**src/dudq_pkg.sv**
```systemverilog
package dudq_pkg;

  // Ring length of the original scheme; one slot stays unused, so the
  // chain holds one entry less.
  localparam int QUEUE_LEN  = 16;
  localparam int CELL_COUNT = QUEUE_LEN - 1;

  // Ports at or above PORT_COUNT are rejected. The value store always has
  // eight slots, addressed by the three bits of a stored port.
  localparam int PORT_COUNT = 8;
  localparam int PORT_SLOTS = 8;
  localparam int PORT_W     = $clog2(PORT_SLOTS);
  localparam int IN_PORT_W  = 4;
  localparam int IN_VALUE_W = 16;
  localparam int VALUE_W    = 12;
  localparam int STATUS_W   = 3;

  localparam logic [IN_PORT_W-1:0] PORT_LIMIT = IN_PORT_W'(PORT_COUNT);

  localparam logic CMD_WRITE = 1'b0;
  localparam logic CMD_POP   = 1'b1;

  localparam logic [STATUS_W-1:0] ST_QUEUED    = 3'd0;
  localparam logic [STATUS_W-1:0] ST_PENDING   = 3'd1;
  localparam logic [STATUS_W-1:0] ST_FULL      = 3'd2;
  localparam logic [STATUS_W-1:0] ST_BAD_PORT  = 3'd3;
  localparam logic [STATUS_W-1:0] ST_POP_EMPTY = 3'd4;

  // Control broadcast from the sequencer to every cell of the chain.
  typedef struct packed {
    logic cmp;    // compare the stored entry against the key
    logic shift;  // take the upper neighbor's entry (pop)
    logic push;   // the first empty cell takes the new entry
  } cell_ctrl_t;

endpackage

```
**src/dudq_cell.sv**
```systemverilog
module dudq_cell
  import dudq_pkg::*;
(
  input  logic              clk,
  input  logic              rst,
  input  cell_ctrl_t        ctrl,
  input  logic [PORT_W-1:0] key,
  input  logic              up_valid,
  input  logic [PORT_W-1:0] up_entry,
  input  logic              down_valid,
  output logic              valid,
  output logic [PORT_W-1:0] entry,
  output logic              match
);

  logic take_push;

  // Entries are packed toward the head, so the first empty cell is the one
  // whose lower neighbor is occupied.
  assign take_push = ctrl.push && !valid && down_valid;

  always_ff @(posedge clk) begin
    if (rst) begin
      valid <= 1'b0;
    end else if (ctrl.shift) begin
      valid <= up_valid;
    end else if (take_push) begin
      valid <= 1'b1;
    end
  end

  always_ff @(posedge clk) begin
    if (ctrl.shift) begin
      entry <= up_entry;
    end else if (take_push) begin
      entry <= key;
    end
    if (ctrl.cmp) begin
      match <= valid && (entry == key);
    end
  end

endmodule

```
**src/dac_update_dedup_queue.sv**
```systemverilog
// Deduplicating queue of pending DAC updates.
// Input channel s_*: one transfer is one command. tuser carries cmd
// (0 = write a port value, 1 = pop the oldest pending update); tdata carries
// the port in bits 3..0 and the requested value in bits 19..4.
// Output channel m_*: exactly one result transfer per command. tuser carries
// the status in bits 2..0 and out_valid in bit 3; tdata carries out_port in
// bits 2..0 and the 12-bit out_value in bits 14..3.
// Pending ports sit in a chain of cells, oldest at cell 0. A pop shifts the
// chain down by one, a write lands in the first empty cell, and the pending
// check is a compare done by all cells at once and registered per cell.
// A command passes through capture, per-cell compare, and decide and
// update before its result is offered. The block accepts one command at
// a time: it takes no new command until the last one has finished its
// decide step.
// Reset empties the chain and the output register; stored port values are
// not cleared and are only read after a write has set them.
// If the receiver stalls, the finished result waits in the output register;
// a new command can be accepted meanwhile, but its decide step waits until
// the output register is free.
module dac_update_dedup_queue
  import dudq_pkg::*;
(
  input  logic        clk,
  input  logic        rst,
  input  logic        s_tvalid,
  output logic        s_tready,
  input  logic [23:0] s_tdata,   // port [3:0], value [19:4], zero [23:20]
  input  logic [0:0]  s_tuser,   // cmd [0]
  output logic        m_tvalid,
  input  logic        m_tready,
  output logic [15:0] m_tdata,   // out_port [2:0], out_value [14:3], zero [15]
  output logic [3:0]  m_tuser    // status [2:0], out_valid [3]
);

  typedef enum logic [2:0] {
    S_IDLE = 3'b001,
    S_CMP  = 3'b010,
    S_DEC  = 3'b100
  } state_t;

  state_t state, state_next;

  // Captured command.
  logic                 req_cmd;
  logic [IN_PORT_W-1:0] req_port;
  logic [VALUE_W-1:0]   req_value;

  // Latest value per port.
  logic [VALUE_W-1:0] port_values [PORT_SLOTS];

  // Chain of cells.
  cell_ctrl_t            ctrl;
  logic [CELL_COUNT-1:0] cell_valid;
  logic [CELL_COUNT-1:0] cell_match;
  logic [PORT_W-1:0]     cell_entry [CELL_COUNT];

  // Output register.
  logic [STATUS_W-1:0] res_status, out_status;
  logic                res_valid, out_valid;
  logic [PORT_W-1:0]   res_port, out_port;
  logic [VALUE_W-1:0]  res_value, out_value;

  logic in_xfer, out_free, decide, hit, full, empty, bad_port, val_write;

  assign s_tready = (state == S_IDLE);
  assign in_xfer  = s_tvalid && s_tready;
  assign out_free = !m_tvalid || m_tready;
  assign decide   = (state == S_DEC) && out_free;

  assign hit      = |cell_match;
  assign full     = cell_valid[CELL_COUNT-1];
  assign empty    = !cell_valid[0];
  assign bad_port = (req_port >= PORT_LIMIT);

  genvar gi;
  generate
    for (gi = 0; gi < CELL_COUNT; gi++) begin : g_cell
      logic              up_valid;
      logic [PORT_W-1:0] up_entry;
      logic              down_valid;

      if (gi == CELL_COUNT - 1) begin : g_top
        assign up_valid = 1'b0;
        assign up_entry = '0;
      end else begin : g_mid
        assign up_valid = cell_valid[gi+1];
        assign up_entry = cell_entry[gi+1];
      end

      if (gi == 0) begin : g_head
        assign down_valid = 1'b1;
      end else begin : g_rest
        assign down_valid = cell_valid[gi-1];
      end

      dudq_cell u_cell (
        .clk        (clk),
        .rst        (rst),
        .ctrl       (ctrl),
        .key        (req_port[PORT_W-1:0]),
        .up_valid   (up_valid),
        .up_entry   (up_entry),
        .down_valid (down_valid),
        .valid      (cell_valid[gi]),
        .entry      (cell_entry[gi]),
        .match      (cell_match[gi])
      );
    end
  endgenerate

  // Sequencer.
  always_comb begin
    state_next = state;
    unique case (state)
      S_IDLE: begin
        if (in_xfer) begin
          state_next = S_CMP;
        end
      end
      S_CMP: begin
        state_next = S_DEC;
      end
      S_DEC: begin
        if (out_free) begin
          state_next = S_IDLE;
        end
      end
      default: begin
        state_next = S_IDLE;
      end
    endcase
  end

  always_ff @(posedge clk) begin
    if (rst) begin
      state <= S_IDLE;
    end else begin
      state <= state_next;
    end
  end

  always_ff @(posedge clk) begin
    if (in_xfer) begin
      req_cmd   <= s_tuser[0];
      req_port  <= s_tdata[IN_PORT_W-1:0];
      req_value <= s_tdata[IN_PORT_W +: VALUE_W];
    end
  end

  // Compare strobe, and the result and chain updates for the decide step.
  always_comb begin
    ctrl       = '0;
    ctrl.cmp   = (state == S_CMP);
    res_status = ST_QUEUED;
    res_valid  = 1'b0;
    res_port   = '0;
    res_value  = '0;
    val_write  = 1'b0;
    if (req_cmd == CMD_POP) begin
      if (empty) begin
        res_status = ST_POP_EMPTY;
      end else begin
        res_status = ST_QUEUED;
        res_valid  = 1'b1;
        res_port   = cell_entry[0];
        res_value  = port_values[cell_entry[0]];
        ctrl.shift = decide;
      end
    end else if (bad_port) begin
      res_status = ST_BAD_PORT;
    end else begin
      val_write = decide;
      if (hit) begin
        res_status = ST_PENDING;
      end else if (full) begin
        res_status = ST_FULL;
      end else begin
        res_status = ST_QUEUED;
        ctrl.push  = decide;
      end
    end
  end

  always_ff @(posedge clk) begin
    if (val_write) begin
      port_values[req_port[PORT_W-1:0]] <= req_value;
    end
  end

  always_ff @(posedge clk) begin
    if (rst) begin
      m_tvalid <= 1'b0;
    end else if (decide) begin
      m_tvalid <= 1'b1;
    end else if (m_tready) begin
      m_tvalid <= 1'b0;
    end
  end

  always_ff @(posedge clk) begin
    if (decide) begin
      out_status <= res_status;
      out_valid  <= res_valid;
      out_port   <= res_port;
      out_value  <= res_value;
    end
  end

  assign m_tuser = {out_valid, out_status};
  assign m_tdata = {1'b0, out_value, out_port};

endmodule

```
**config.mk**
```make
export PLATFORM = sky130hd
export DESIGN_NAME = dac_update_dedup_queue
export DESIGN_NICKNAME = d
export VERILOG_FILES = /design/src/dudq_pkg.sv /design/src/dudq_cell.sv /design/src/dac_update_dedup_queue.sv
export SDC_FILE = /design/constraint.sdc
export NUM_CORES = 1
export LEC_CHECK = 0
export BUFFER_PORTS_ARGS = -buffer_cell sky130_fd_sc_hd__buf_2
export CORE_MARGIN = 10
export CORE_UTILIZATION = 35
export DETAILED_ROUTE_END_ITERATION = 10
export GPL_TIMING_DRIVEN = 0
export SLEW_MARGIN = 5
export SYNTH_ARGS = -nofsm -noshare
export SYNTH_HDL_FRONTEND = slang
export SYNTH_SLANG_ARGS = --single-unit
export TNS_END_PERCENT = 5
```
**constraint.sdc**
```tcl
create_clock -name clk -period 5.6 [get_ports clk]
set_clock_uncertainty 0.1 [all_clocks]
set_input_delay 1.12 -clock clk [delete_from_list [all_inputs] [get_ports clk]]
set_output_delay 1.12 -clock clk [all_outputs]
set_load 0.02 [all_outputs]
```
==> metrics.md <==
| Metric | Value |
|---|---|
| DRC | 0 |
| Switching portion of total power | 19.77% |
| Max Cap Violations | 0 |
| Clock tree buffer depth | 3 |
| Max_slew headroom | 12.33% |
| Height of the die | 176.9 µm |
| Final Hold Viols | 0 |
| Total GRT Usage | 11.67% |
| Vias in the first global route | 5128 |
| Logic pwr share | 2.5% |
| Core Util, Final | 41.66% |
| Tmin final | 3.081 ns |
| Area occupied by multi-input gates | 2345 µm² |
| CP Cell Sequence | or3b_4 > nor4_1 > nand2_1 > nor2_1 |
| Leading area contributor after synthesis | edfxtp_1 |
| Num CTS Buffers | 22 |
| Clock slew at reported path FFs | 0.06 ns |
| Die width | 176.9 µm |
| Slowest-stage cell, CP | nor2_1 |
| Setup ws final | 2.519 ns |
| Placement Setup Slack | 1.967 ns |
| Sw Pwr | 0.6579 mW |
| Synthesized area | 8615 µm² |
| First-pass GRT wire length | 28610 µm |
| Synth unique cells | 38 |
| Synth Net Count | 616 |
| Clock Tree Root | clkbuf_16 |
| Initial Util | 35.53% |
| H-tree levels | 1 |
| Async SR Flop Fraction | 0% |
| Initial DRC Count | 389 |
| Worst-Margin Slew | 1.310 ns |
| Clock Latency Late Sink | 0.52 ns |
| Period utilization | 55.02% |
| Inserted Diodes | 0 |
| Core Rows | 57 |
| Crit-path max cell delay | 1.07 ns |
| Reg power frac | 52.4% |
| Pin count of the biggest net entering global routing | 18 |
| # port buffers | 40 |
| FF/Latch Area | 6116 µm² |
| Placed insts | 959 |
| CP Data Required Time | 5.63 ns |
| ANT nets after route | 0 |
| # IOs | 51 |
| FF+latch count, synth | 211 |
| Seq/Total Area, Yosys | 70.99% |
| Wirelength per Cell | 18.07 µm |
| Hold_ws | 0.4039 ns |
| Pwr/cell area | 329.4 nW/µm² |
| Leakage | 3.521 nW |
| Worst vdd ir | 211.6 µV |
| CTS tree | yes |
| Crit path buffers/inverters | 0 |
| Top cell type's share of synthesized area | 65.88% |
| Clock power frac | 45.0% |
| Number of synthesized flops with an enable pin | 189 |
| Crit path DAT | 3.11 ns |
| Clock sinks | 211 |
| Critical Path Source Type | flop |
| Yosys Warn Count | 0 |
| Placed Area | 9340 µm² |
| Share of cells above drive strength 1 | 21.63% |
| Post-synthesis cell count | 587 |
| Final setup viols | 0 |
| Crit. End Element | flop |
| Final Max Slew Viols | 0 |
| Vias/cell | 4.911 |
| Gpl congestion | 0.8348 |
| Pint | 2.669 mW |
| RSZ-0062 raised after global routing | false |
| Core Region | 24250 µm² |
| TNS Setup | 0 ns |
| Avg Cell Area, Syn | 14.68 µm² |
| HP Class | reg2reg |
| Total number of vias | 4906 |
| Top post-synthesis cells by area | edfxtp_1 66%, mux4_2 6.3%, dfxtp_1 5.1% |
| Top_reg_cell synth | edfxtp_1 |
| Layout fillers | 2237 |
| Critical path class | reg2reg |
| CP top delay family | simple AND/OR/NAND/NOR gates |
| Pwr Total | 3.327 mW |
| Layout area overhead | 17.25% |
| Final Cell Area | 10100 µm² |
| Drt first pass iters | 7 |
| Post-CTS setup buffer count | 0 |
| Status | finished, final reports clean |
| Post-CTS Resized | 0 |
| Detailed Route WL | 18050 µm |
| DP HPWL | 12270 µm |
| Crit-path max FO | 12 |
| Final Non-Filler Cells | 999 |
| Die area | 31290 µm² |
| Initial antenna violation count | 0 |
| Total grt overflow | 0 |
| Cts hold-fix bufs | 0 |
| Fmax | 324.6 MHz |
| Nets | 688 |
## Yosys cell counts, drive strengths merged, types with 2 or more instances
| master | number |
|---|---|
| nand2 | 111 |
| nand3 | 13 |
| clkbuf | 8 |
| a21oi | 3 |
| inv | 3 |
| xor2 | 30 |
| nor3b | 2 |
| dfxtp | 22 |
| mux2i | 15 |
| xnor2 | 15 |
| mux4 | 24 |
| nand2b | 2 |
| nor2b | 3 |
| a211oi | 13 |
| o21ai | 16 |
| nor4 | 5 |
| edfxtp | 189 |
| buf | 28 |
| and3 | 4 |
| nor2 | 46 |
| nor3 | 24 |
## cells in the final DEF (no fill, tap or decap), types with 16 or more instances in the layout
cell type / instances
nor2_1: 44
clkbuf_1: 16
edfxtp_1: 189
mux4_2: 24
nand2_1: 108
dfxtp_1: 22
buf_2: 54
nor3_1: 20
xor2_1: 30
o21ai_0: 16
clkbuf_16: 22
## metal layers
metal  wire (µm)  global-route usage (%)
met1        7976                   15.28
met2        8809                   19.37
met3         836                   1.622
met4         427                   4.273
met5           0                       0
## worst paths after layout
check / from / end / slack [ns] / cells after the start
worst max-delay path: state[2] / port_values[3][9] / 2.52 / 4
worst min register to register: g_cell[14].u_cell.entry[0] / g_cell[14].u_cell.entry[0] / 0.40 / 2
worst min-delay path: g_cell[14].u_cell.entry[0] / g_cell[14].u_cell.entry[0] / 0.40 / 2
worst max register to register: state[2] / port_values[3][9] / 2.52 / 4
## power by group through the flow
stage | Sequential [mW] | Combinational [mW] | Clock, mW
after floorplan | 1.77 | 0.0534 | 0
after global placement | 1.78 | 0.0815 | 0
after detailed placement | 1.78 | 0.0854 | 0
after CTS | 1.74 | 0.0856 | 1.53
after global routing | 1.75 | 0.0934 | 1.59
final | 1.74 | 0.0848 | 1.50
## sequential cells by signal (all words and copies together) (netlist names)
signal / flops
out_status: 3
g_cell.u_cell.match: 15
m_tvalid: 1
req_value: 12
state: 3
out_valid: 1
req_cmd: 1
req_port: 4
g_cell.u_cell.valid: 15
out_port: 3
g_cell.u_cell.entry: 45
port_values: 96
out_value: 12
## worst min-delay path, cell delays in order, from the launching register on
cell     delay [ns]
dfxtp_1        0.33
nand2_1        0.06
mux2i_1        0.06
## logic make-up (layout without fill, tap and decap cells)
| family | Yosys count | count (layout) | synth area share, % |
|---|---|---|---|
| simple gates | 217 | 217 | 11.17 |
| flops | 211 | 211 | 70.99 |
| xor+xnor | 45 | 45 | 4.575 |
| mux | 40 | 40 | 8.148 |
| buf+inv | 39 | 127 | 2.208 |
| compound gates | 34 | 34 | 2.861 |
| other cells | 1 | 1 | 0.04353 |
## layout make-up
type | count | area share (%)
clock inverter | 7 | 1.350
buffer | 36 | 1.771
timing repair buffer | 48 | 2.837
tap | 324 | 4.013
inverter | 3 | 0.1115
multi-input combinational | 337 | 23.21
sequential | 211 | 60.55
clock buffer | 33 | 6.156
(Power assumes the default switching activity.)
